File: src/hw/rtl/shtl_pkg.sv
package shtl_pkg;

	// Fixed field widths
	localparam int NAME_W      = 64;
	localparam int NAME_BYTES  = 8;
	localparam int SUM_W       = 11;
	localparam int STATUS_W    = 2;
	localparam int OUT_IDX_W   = 8;
	localparam int OUT_DATA_W  = 16;

	// Default sizing
	localparam int DEF_NAME_CHARS   = 8;
	localparam int DEF_BUCKETS      = 64;
	localparam int DEF_POOL_ENTRIES = 256;

	// Result status codes
	typedef enum logic [STATUS_W-1:0] {
		STAT_FOUND   = 2'd0,
		STAT_CREATED = 2'd1,
		STAT_ABSENT  = 2'd2,
		STAT_FULL    = 2'd3
	} status_t;

	// Lookup sequencer states
	typedef enum logic [1:0] {
		S_IDLE,
		S_HEAD,
		S_WALK
	} fsm_t;

endpackage

File: src/hw/rtl/shtl_bucket_hash.sv
module shtl_bucket_hash import shtl_pkg::*; #(
	parameter int NAME_CHARS = DEF_NAME_CHARS,
	parameter int BUCKETS    = DEF_BUCKETS,
	parameter int BKT_W      = $clog2(DEF_BUCKETS)
) (
	input  logic [NAME_W-1:0] name_bytes,
	output logic [NAME_W-1:0] name_m,
	output logic [BKT_W-1:0]  bucket
);

	logic [SUM_W-1:0] sum;

	// Keep the used bytes and add them up
	always_comb begin
		sum    = '0;
		name_m = '0;
		for (int i = 0; i < NAME_BYTES; i++) begin
			if (i < NAME_CHARS) begin
				name_m[8*i +: 8] = name_bytes[8*i +: 8];
				sum = sum + SUM_W'(name_bytes[8*i +: 8]);
			end
		end
		bucket = BKT_W'(sum & SUM_W'(BUCKETS - 1));
	end

endmodule

File: config.mk
export PLATFORM = sky130hd
export DESIGN_NAME = shtl_bucket_hash
export DESIGN_NICKNAME = d
export VERILOG_FILES = /design/src/hw/rtl/shtl_pkg.sv /design/src/hw/rtl/shtl_bucket_hash.sv
export SDC_FILE = /design/constraint.sdc
export NUM_CORES = 1
export LEC_CHECK = 0
export BUFFER_PORTS_ARGS = -buffer_cell sky130_fd_sc_hd__buf_4
export CELL_PAD_IN_SITES_DETAIL_PLACEMENT = 1
export CELL_PAD_IN_SITES_GLOBAL_PLACEMENT = 1
export CORE_ASPECT_RATIO = 0.8
export CORE_MARGIN = 8
export CORE_UTILIZATION = 28
export DETAILED_ROUTE_END_ITERATION = 8
export PLACE_DENSITY = 0.95
export SYNTH_ARGS = -nofsm -noshare
export SYNTH_HDL_FRONTEND = slang
export SYNTH_SLANG_ARGS = --single-unit
File: constraint.sdc
create_clock -name vclk -period 14.7
set_clock_uncertainty 0.1 [all_clocks]
set_input_delay 2.94 -clock vclk [all_inputs]
set_output_delay 2.94 -clock vclk [all_outputs]
set_load 0.01 [all_outputs]
# Word level (Yosys, flattened, before mapping)
# Cells that the tools add are included.
dict set report word_totals {
  wordCells 7
  input_bits 64
  regBits 0
  out_inout_bits 70
}
dict set report op_classes {
  addsub 7
}
# operator n
set ops {}
lappend ops {{6-bit adder} 7}

# Longest topological paths before layout
dict set report logic_depth {
  depth_word 7
  ltp_mapped 13
  depth_no_buf 13
}

# Worst setup path before layout
# OpenSTA, ideal clock, no wires.
dict set report synth_timing {
  kind {input to output}
  startpoint {input port name_bytes[3]}
  endpoint {output port bucket[5]}
  arrival_ps 6453
  n_path_buf 0
  setup_slack_ps 5207
  path_stages 13
  t_required_ps 11660
  cell_sequence {inv_1 -> fa_1 -> inv_1 -> fa_1 -> fa_1 -> inv_1 -> fa_1 -> inv_1 -> ha_1 -> a21o_1 -> a21oi_1 -> xnor3_1 -> xnor2_1}
}
dict set report synth_between {
  elab_chain_cells 7
}
# element line_no
set synth_rtl {}
lappend synth_rtl {{start: declaration} shtl_bucket_hash.sv:6} ;# input logic [NAME_W-1:0] name_bytes,
lappend synth_rtl {{6-bit adder (7 in series)} shtl_bucket_hash.sv:20} ;# sum = sum + SUM_W'(name_bytes[8*i +: 8]);
lappend synth_rtl {{end: declaration} shtl_bucket_hash.sv:8} ;# output logic [BKT_W-1:0] bucket
# Every way passes these cells.

# Worst setup path in the final report
# Ends and elaborated chain as after synthesis.

==> impl_metrics.py <==
metrics = {
    "clock_tree": {
        "post_cts_buffers": 0,
        "cts_hold_buf": 0,
        "ctsResizeCount": 0,
    },
    "worst_setup_path": {
        "end_kind": "output pin",
        "cp-start-kind": "input port",
        "critPathTopFamily": "adder cells",
        "crit_arrival_ns": 6.70,
        "crit_path_max_incr_delay_ns": 0.58,
        "crit_buf_inv": 6,
        "worstPathRequired_ns": 11.66,
        "worstPathCellList": "buf_4, inv_1, fa_1, inv_1, fa_1, fa_1, inv_1, fa_1, inv_1, ha_1, a21o_1, a21oi_1, xnor3_1, xnor2_1, buf_4",
        "criticalPathCategory": "input port to output pin",
        "worst-path-max-fanout": 2,
        "crit_slowest_cell": "fa_1",
    },
    "drt": {
        "dr.pass1.iters": 2,
        "drtIter0Drc": 6,
        "top_layer": "met3",
        "drt_wl_total_microns": 3620,
        "vias_per_cell": 3.87,
        "wl_per_cell_microns": 13.5,
        "met2_wirelength_microns": 2040,
        "postRouteAntennaNets": 0,
        "route.detailed.drc": 0,
        "wl_met3_microns": 516,
        "drt-met1-wl_microns": 1060,
        "num_vias": 1037,
    },
    "finish": {
        "syn_to_final_growth_pct": 25.0,
        "nFillCells": 609,
        "layout_common_cells": "buf_4 (102), inv_1 (55), fa_1 (27)",
        "clock_buffers": 0,
        "drive_above_1_share_pct": 49.5,
        "ff_latch_area_sq_um": 0,
        "antenna_cells": 0,
        "seq_cells": 0,
        "design_area_sq_um": 1810,
        "nets": 305,
        "layout_commonest_cell": "buf_4",
    },
    "run": {
        "maxCapViolCount": 0,
    },
    "sta": {
        "slew_headroom_pct": 83.7,
        "rsz0062_at_grt": "false",
        "setup_viol": 0,
        "finalMaxSlewViolations": 0,
        "tightest_slew_ns": 0.242,
        "tns_ns": 0,
        "period_needed_ns": 9.74,
        "timing.hold.ws_ns": 5.78,
        "period_share_pct": 66.2,
        "finalHoldViolations": 0,
        "clock.fmax_mhz": 103,
    },
    "global_routing": {
        "antenna_found_initial": 0,
        "grt_usage_pct": 8.72,
        "grt_max_degree": 3,
        "grt_first_pass_wirelength_microns": 5560,
        "grt_pass1_vias": 1206,
        "grt-ovfl-total": 0,
    },
    "synth": {
        "avgSynthCellArea_sq_um": 8.64,
        "synth_compound_area_share_pct": 0.862,
        "muxShareOfSynthArea_pct": 0,
        "syn_area_sq_um": 1450,
        "synthAdderAreaFrac_pct": 42.4,
        "synth_top_family_by_area": "buffers and inverters",
        "ys_types": 8,
        "synth_xor_area_share_pct": 9.40,
        "yosysSeqAreaShare_pct": 0,
        "syn-num-nets": 265,
        "yosysWarningCount": 0,
        "syn_inst": 168,
        "synth-simple-area-share_pct": 0,
    },
    "place": {
        "place.gp.congestion": 0.679,
        "placed_area_sq_um": 1810,
        "numPortBuffers": 102,
        "hpwl_microns": 3620,
    },
    "power_and_ir_drop": {
        "total_power_uw": 237,
        "power_leakage_nw": 1.07,
        "power_density_nw_per_um2": 130,
        "ir_drop_mv": 0.166,
    },
    "floorplan": {
        "die_x_microns": 96.5,
        "pin_count": 134,
        "die_height_microns": 80.4,
        "start_util_pct": 29.0,
        "core_sq_um": 5010,
        "die-area_sq_um": 7760,
        "placementRows": 23,
    },
    "worst_hold_path": {
        "hold_class": "input port to output pin",
    },
    "outcome": {
        "run_status": "finished, final reports clean",
    },
}
[where the power goes]
group | internal (mW) | switching, mW | total, mW
combinational | 0.125 | 0.112 | 0.237
clock | 0 | 0 | 0
sequential | 0 | 0 | 0
[cells by family (layout without fill, tap and decap cells)]
group | after synthesis | count (layout)
adder cells (fa/ha/maj) | 33 | 33
AO/OA/AOI/OAI | 2 | 2
XOR/XNOR | 14 | 14
buffers and inverters | 119 | 157
[through the flow]
| step | util (%) | std cells | setup WS [ns] |
|---|---|---|---|
| after detailed placement | 36.2 | 268 | 4.92 |
| after CTS | 36.2 | 268 | 4.91 |
| final | 36.2 | 268 | 4.96 |
| after floorplan | - | 168 | 5.21 |
| after global placement | 36.2 | 268 | 5.01 |
| after global routing | 36.2 | 268 | 4.78 |
[layer usage]
layer  global-route usage, %  vias to the layer above
li1                        -                      471
met1                    8.79                      495
met2                    17.7                       71
met3                    2.79                        0
met4                       0                        0
met5                       0                        -
[cell usage after synthesis]
| cell type | count | area, sq um |
|---|---|---|
| inv_1 | 55 | 206 |
| a21oi_1 | 1 | 5.00 |
| xnor3_1 | 1 | 22.5 |
| ha_1 | 6 | 75.1 |
| xnor2_1 | 13 | 114 |
| a21o_1 | 1 | 7.51 |
| buf_4 | 64 | 480 |
| fa_1 | 27 | 541 |
[worst paths after layout]
kind / from / end / slack (ns) / cells past startpoint
worst max-delay path: name_bytes[3] / bucket[5] / 4.96 / 15
worst min-delay path: name_bytes[14] / name_m[14] / 5.78 / 0
[cell type report]
cell class	instances	area, sq um	area share (%)
well taps	62	77.6	4.28
repair buffers	102	766	42.2
multi-input cells	49	764	42.1
inverters	55	206	11.4
(Power assumes the default switching activity.)
