<file path="src/hw/rtl/shtl_pkg.sv">
package shtl_pkg;

	// Fixed field widths
	localparam int NAME_W      = 64;
	localparam int NAME_BYTES  = 8;
	localparam int SUM_W       = 11;
	localparam int STATUS_W    = 2;
	localparam int OUT_IDX_W   = 8;
	localparam int OUT_DATA_W  = 16;

	// Default sizing
	localparam int DEF_NAME_CHARS   = 8;
	localparam int DEF_BUCKETS      = 64;
	localparam int DEF_POOL_ENTRIES = 256;

	// Result status codes
	typedef enum logic [STATUS_W-1:0] {
		STAT_FOUND   = 2'd0,
		STAT_CREATED = 2'd1,
		STAT_ABSENT  = 2'd2,
		STAT_FULL    = 2'd3
	} status_t;

	// Lookup sequencer states
	typedef enum logic [1:0] {
		S_IDLE,
		S_HEAD,
		S_WALK
	} fsm_t;

endpackage

</file>
<file path="src/hw/rtl/shtl_head_store.sv">
module shtl_head_store import shtl_pkg::*; #(
	parameter int BUCKETS = DEF_BUCKETS,
	parameter int BKT_W   = $clog2(DEF_BUCKETS),
	parameter int LINK_W  = $clog2(DEF_POOL_ENTRIES) + 1
) (
	input  logic              clk,
	input  logic              arst_n,
	input  logic              rd_en,
	input  logic [BKT_W-1:0]  rd_addr,
	output logic [LINK_W-1:0] rd_data,
	input  logic              wr_en,
	input  logic [BKT_W-1:0]  wr_addr,
	input  logic [LINK_W-1:0] wr_data,
	output logic              clr_busy
);

	logic [LINK_W-1:0] mem [BUCKETS];
	logic [BKT_W-1:0]  clr_addr_q;
	logic              clr_busy_q;

	assign clr_busy = clr_busy_q;

	// Sweep all heads to empty after reset
	always_ff @(posedge clk or negedge arst_n) begin
		if (!arst_n) begin
			clr_busy_q <= 1'b1;
			clr_addr_q <= '0;
		end else if (clr_busy_q) begin
			if (clr_addr_q == BKT_W'(BUCKETS - 1)) begin
				clr_busy_q <= 1'b0;
			end
			clr_addr_q <= clr_addr_q + 1'b1;
		end
	end

	// Write port, clear sweep has priority
	always_ff @(posedge clk) begin
		if (clr_busy_q) begin
			mem[clr_addr_q] <= '0;
		end else if (wr_en) begin
			mem[wr_addr] <= wr_data;
		end
	end

	// Registered read, held between reads
	always_ff @(posedge clk) begin
		if (rd_en) begin
			rd_data <= mem[rd_addr];
		end
	end

endmodule

</file>
<file path="config.mk">
export PLATFORM = sky130hd
export DESIGN_NAME = shtl_head_store
export DESIGN_NICKNAME = d
export VERILOG_FILES = /design/src/hw/rtl/shtl_pkg.sv /design/src/hw/rtl/shtl_head_store.sv
export SDC_FILE = /design/constraint.sdc
export NUM_CORES = 1
export LEC_CHECK = 0
export BUFFER_PORTS_ARGS = -buffer_cell sky130_fd_sc_hd__buf_2
export CORE_MARGIN = 3
export CORE_UTILIZATION = 40
export DETAILED_ROUTE_END_ITERATION = 12
export GPL_TIMING_DRIVEN = 1
export HOLD_SLACK_MARGIN = 0.02
export PLACE_DENSITY_LB_ADDON = 0.08
export SLEW_MARGIN = 20
export SYNTH_ARGS = -nofsm -noshare
export SYNTH_HDL_FRONTEND = slang
export SYNTH_SLANG_ARGS = --single-unit
</file>
<file path="constraint.sdc">
create_clock -name clk -period 3.3 [get_ports clk]
set_input_delay 0.33 -clock clk [delete_from_list [all_inputs] [get_ports clk]]
set_output_delay 0.33 -clock clk [all_outputs]
set_load 0.05 [all_outputs]
</file>
======== Word level (Yosys, flattened, before mapping) ========
Memories as Yosys holds them, arrays and structs flattened. A register that Yosys moved wholly into a read port is not among the register bits.
Cells that the tools add are included.
W data, S select, Z words.
cells by class
  bitwise gates (word level) .............. 0
  equality and inequality tests ........... 1
  shifts and indexed selects .............. 0
  divide/modulo/power cells ............... 0
  $mul .................................... 0
  $add $sub $neg .......................... 1
  mux-type cells .......................... 10
  magnitude comparators ................... 0
  reduce and logical (&&, ||, !) cells .... 1
operators by type and width
  cell                   number
  $mux W9                1
  $reduce_or A9 Y1       1
  $mux W1                8
  $add A6 B1 Y6 const B  1
  $eq A6 B6 Y1 const B   1
  $mux W6                1
storage, ports and cells
  input bits .............................. 25
  bits in registers ....................... 7
  bits in read-only memories .............. 0
  memories ................................ 1
  output and inout port bits .............. 10
  word-level logic and storage cells ...... 16
  memory bits (writable) .................. 576
  latch bits .............................. 0
memory list
  memory  words  bits a word  read ports  clocked after memory_dff  write ports  RTL line               RTL
  mem     64     9            1           1                         1            shtl_head_store.sv:17  logic [LINK_W-1:0] mem [BUCKETS];

======== Longest topological paths before layout ========
  word-level depth ........................ 5
  depth in mapped cells ................... 9
  gate-level depth less buffers ........... 5

======== Least setup slack after synthesis ========
OpenSTA, ideal clock, no wires.
  path type ............................... register to register
  start ................................... register clr_busy_q, in the netlist clr_busy
  end ..................................... memory mem[0][0] (netlist bit), data pin
  path slack .............................. 0.609 ns
  period minus slack after synthesis ...... 2.691 ns
  cell stages (with the launch flop) ...... 7
  arrival time ............................ 2.323 ns
  buffers on the path ..................... 4
  setup time .............................. 0.367 ns
  data required time ...................... 2.933 ns
  cells stage by stage .................... dfstp_2 -> clkbuf_1 -> nor2b_1 -> clkbuf_1 -> buf_2 -> clkbuf_1 -> and2_1
on the way
  word-level cells in the longest chain between the ends .. 4
RTL lines
  element                            RTL line               RTL
  start, declared                    shtl_head_store.sv:19  logic clr_busy_q;
  start signal, assigned             shtl_head_store.sv:26  clr_busy_q <= 1'b1;
  start signal, assigned             shtl_head_store.sv:30  clr_busy_q <= 1'b0;
  $mux W1                            shtl_head_store.sv:38  if (clr_busy_q) begin
  $mux W1 (implied by the code)      shtl_head_store.sv:41  mem[wr_addr] <= wr_data;
  $reduce_or A9 Y1 (no source line)  -
  $mux W9 (no source line)           -
  end, declared                      shtl_head_store.sv:17
No other way between the ends.

======== Worst setup path in the final report ========
  start ................................... register clr_busy_q, in the netlist clr_busy
  end ..................................... memory mem[18][0] (netlist bit) (enable)
on the way
  word-level cells in the longest chain between the ends .. 4
  elaborated cells on any way between the ends .. 7
  those cells by class .................... 6 x mux; 1 x reduce/logical
RTL lines
  element                                                     RTL line
  $mux W1                                                     shtl_head_store.sv:38
  $mux W1 (implied by the code)                               shtl_head_store.sv:41
  $reduce_or A9 Y1 (no source line)                           -
  $mux W6 (no source line) / $mux W1 (equally long branches)  -
Several ways; a longest one is shown, not always the timed one.

==> metrics.cfg <==
[run_status]
status = completed

[power_and_ir_drop]
power.total_mw = 15.6
p_leak_nw = 8.98
vdd_drop_max_mv = 0.420
cellPowerDensity_nw_per_um2 = 582

[die]
fp.dieW_um = 247
core_area_um2 = 56800
num_io_pins = 35
die_height_um = 247
die-area_um2 = 60900
initial_core_util = 0.408
core.rowCount = 87

[placement]
dp_hpwl_um = 34800
gp_congestion = 0.780
placed_area_um2 = 24900
portBuffers = 34
place_ws_ns = 0.426

[synth]
synth.ff_latch_count = 592
syn_area_um2 = 23200
seq_area_frac_synth = 0.766
synth-edff-count = 585
syn_nets = 1124
ys.flop_type = edfxtp_1
synth_warnings = 0
synth_cells = 1098
async_reset_ff_frac = 0.0118
synth_cell_types = 43
syn-mean-instance-area_um2 = 21.1

[global_routing]
grt_pass1_wl_um = 82100
gr-total-overflow = 0
grt_pass1_vias = 11500
met3_usage = 0.0359
track_usage = 0.189
use_met2 = 0.296
grt_max_degree = 65
antenna_found_initial = 1
grt_use_met1 = 0.278
top_usage_layer = met2

[cts]
insertion_delay_ns = 0.62
clk_pin_slew_ns = 0.06
root_buffer = clkbuf_16
cts_buffer_depth = 3
htreeDepth = 2
cts_tree = done
clock-sinks = 592
cts_buffers = 60

[timing]
setup_tns_ns = 0
fmax_mhz = 388
finalSetupViolCount = 0
slew_violations = 0
rsz0062_at_grt = false
layout_setup_ws_ns = 0.725
worstMarginPinSlew_ns = 0.797
min_period_ns = 2.57
hold_violations = 0
period_share = 0.780
skew_ns = 0.0103
maxSlewHeadroom = 0.468

[route]
wl_per_cell_um = 27.4
drc = 0
postRouteAntennaNets = 0
finalWirelength_um = 56200
routed_via_density = 5.44
vias = 11200
drt_iter0_drc = 1037
firstDrtPassIters = 5

[finish]
area.growth.synth_to_final_pct = 15.4
register_area_um2 = 17700
diodes = 0
fin_nets = 1279
design_area_um2 = 26700
multi_input_area_um2 = 5060
drive_above_1_share = 0.301
nFillCells = 4822
fin_util = 0.470
mostFrequentLayoutCell = edfxtp_1
final_cell_mix = edfxtp_1, mux4_2, buf_4, nor2_1, clkbuf_16

[critical_path]
crit_fanout = 10
critPathCaptureType = register
crit_required_ns = 3.61
worst_setup_path_start_kind = register
crit_type = reg -> reg
cp.arrival_ns = 2.88

[flow_run]
cap_violations = 0

[hold_path]
min_path_type = in -> async

[what timing repair did]
action	4_1_cts	5_1_grt
buffers inserted	0	0
gates resized for setup	0	0
hold endpoints to repair	7	0
hold buffers	1	0
[state kept, by name (all words and copies together), names as in the netlist]
name / flops
rd_data: 9
clr_addr_q: 6
clr_busy: 1
mem: 576
[stage by stage]
| step | hold WS [ns] | cells |
|---|---|---|
| final | 0.108 | 2053 |
| after global routing | 0.0767 | 2053 |
| after CTS | 0.0795 | 2053 |
| after detailed placement | 0.174 | 1946 |
| after global placement | 0.178 | 1946 |
| after floorplan | 0.0344 | 1098 |
[metal layers]
| layer | routed length [um] | part of all wire |
|---|---|---|
| met4 | 823 | 0.015 |
| met5 | 0 | 0 |
| met1 | 25900 | 0.46 |
| met3 | 2700 | 0.048 |
| met2 | 26700 | 0.48 |
[power by group]
| part | switching (mW) | internal, mW |
|---|---|---|
| logic | 0.531 | 0.300 |
| registers | 0.0118 | 8.30 |
| clock network | 2.75 | 3.67 |
[critical path: stages, from the launching register on]
cell and delay [ns]:
dfstp_2 0.42, nand2b_1 0.28, o22ai_1 0.40, nand2_1 0.47, buf_4 0.31, nor2_1 0.15
buf_4 0.23
[path summary, 6_finish.rpt]
kind / startpoint / depth (start not counted) / slack, ns / endpoint
worst max-delay path: clr_busy$_DFF_PN1_ / 6 / 0.73 / mem[18][0]$_DFFE_PP_
worst max register to register: clr_busy$_DFF_PN1_ / 6 / 0.73 / mem[18][0]$_DFFE_PP_
max in group asynchronous: arst_n / 2 / 2.96 / clr_busy$_DFF_PN1_
worst min-delay path: arst_n / 2 / 0.11 / clr_addr_q[3]$_DFFE_PN0P_
worst min register to register: clr_addr_q[4]$_DFFE_PN0P_ / 1 / 0.55 / clr_addr_q[4]$_DFFE_PN0P_
min in group clk: rd_en / 1 / 0.11 / rd_data[2]$_DFFE_PP_
[final cells by class]
type                    count  share of cell area
flip-flops and latches    592               0.664
multi-input cells         446               0.189
repair buffers            151              0.0428
clock inverters            31             0.00931
inverters                   2            0.000281
clock buffers              75              0.0591
well taps                 756              0.0354
[synth_stat cells, drive strengths merged (7+ instances only)]
library cell    n  area (um^2)
o22ai           9         56.3
a21oi          15         75.1
nor2           82          308
buf            46          324
nand2b          7         43.8
nand2          33          124
o21ai          14         70.1
mux2i          42          420
edfxtp        585        17600
and2           10         62.6
clkbuf         12         45.0
mux4          138         3110
mux2           12          135
nand3           9         45.0
a211oi         14          105
[logic make-up after synthesis]
logic type               share of synthesized area
buffers and inverters                       0.0163
XOR/XNOR                                   0.00189
flip-flops                                   0.766
AO/OA/AOI/OAI                               0.0281
adder cells (fa/ha/maj)                   0.000540
AND/OR/NAND/NOR                             0.0295
multiplexers                                 0.158
Note: power is estimated with default switching activity, not from simulation.
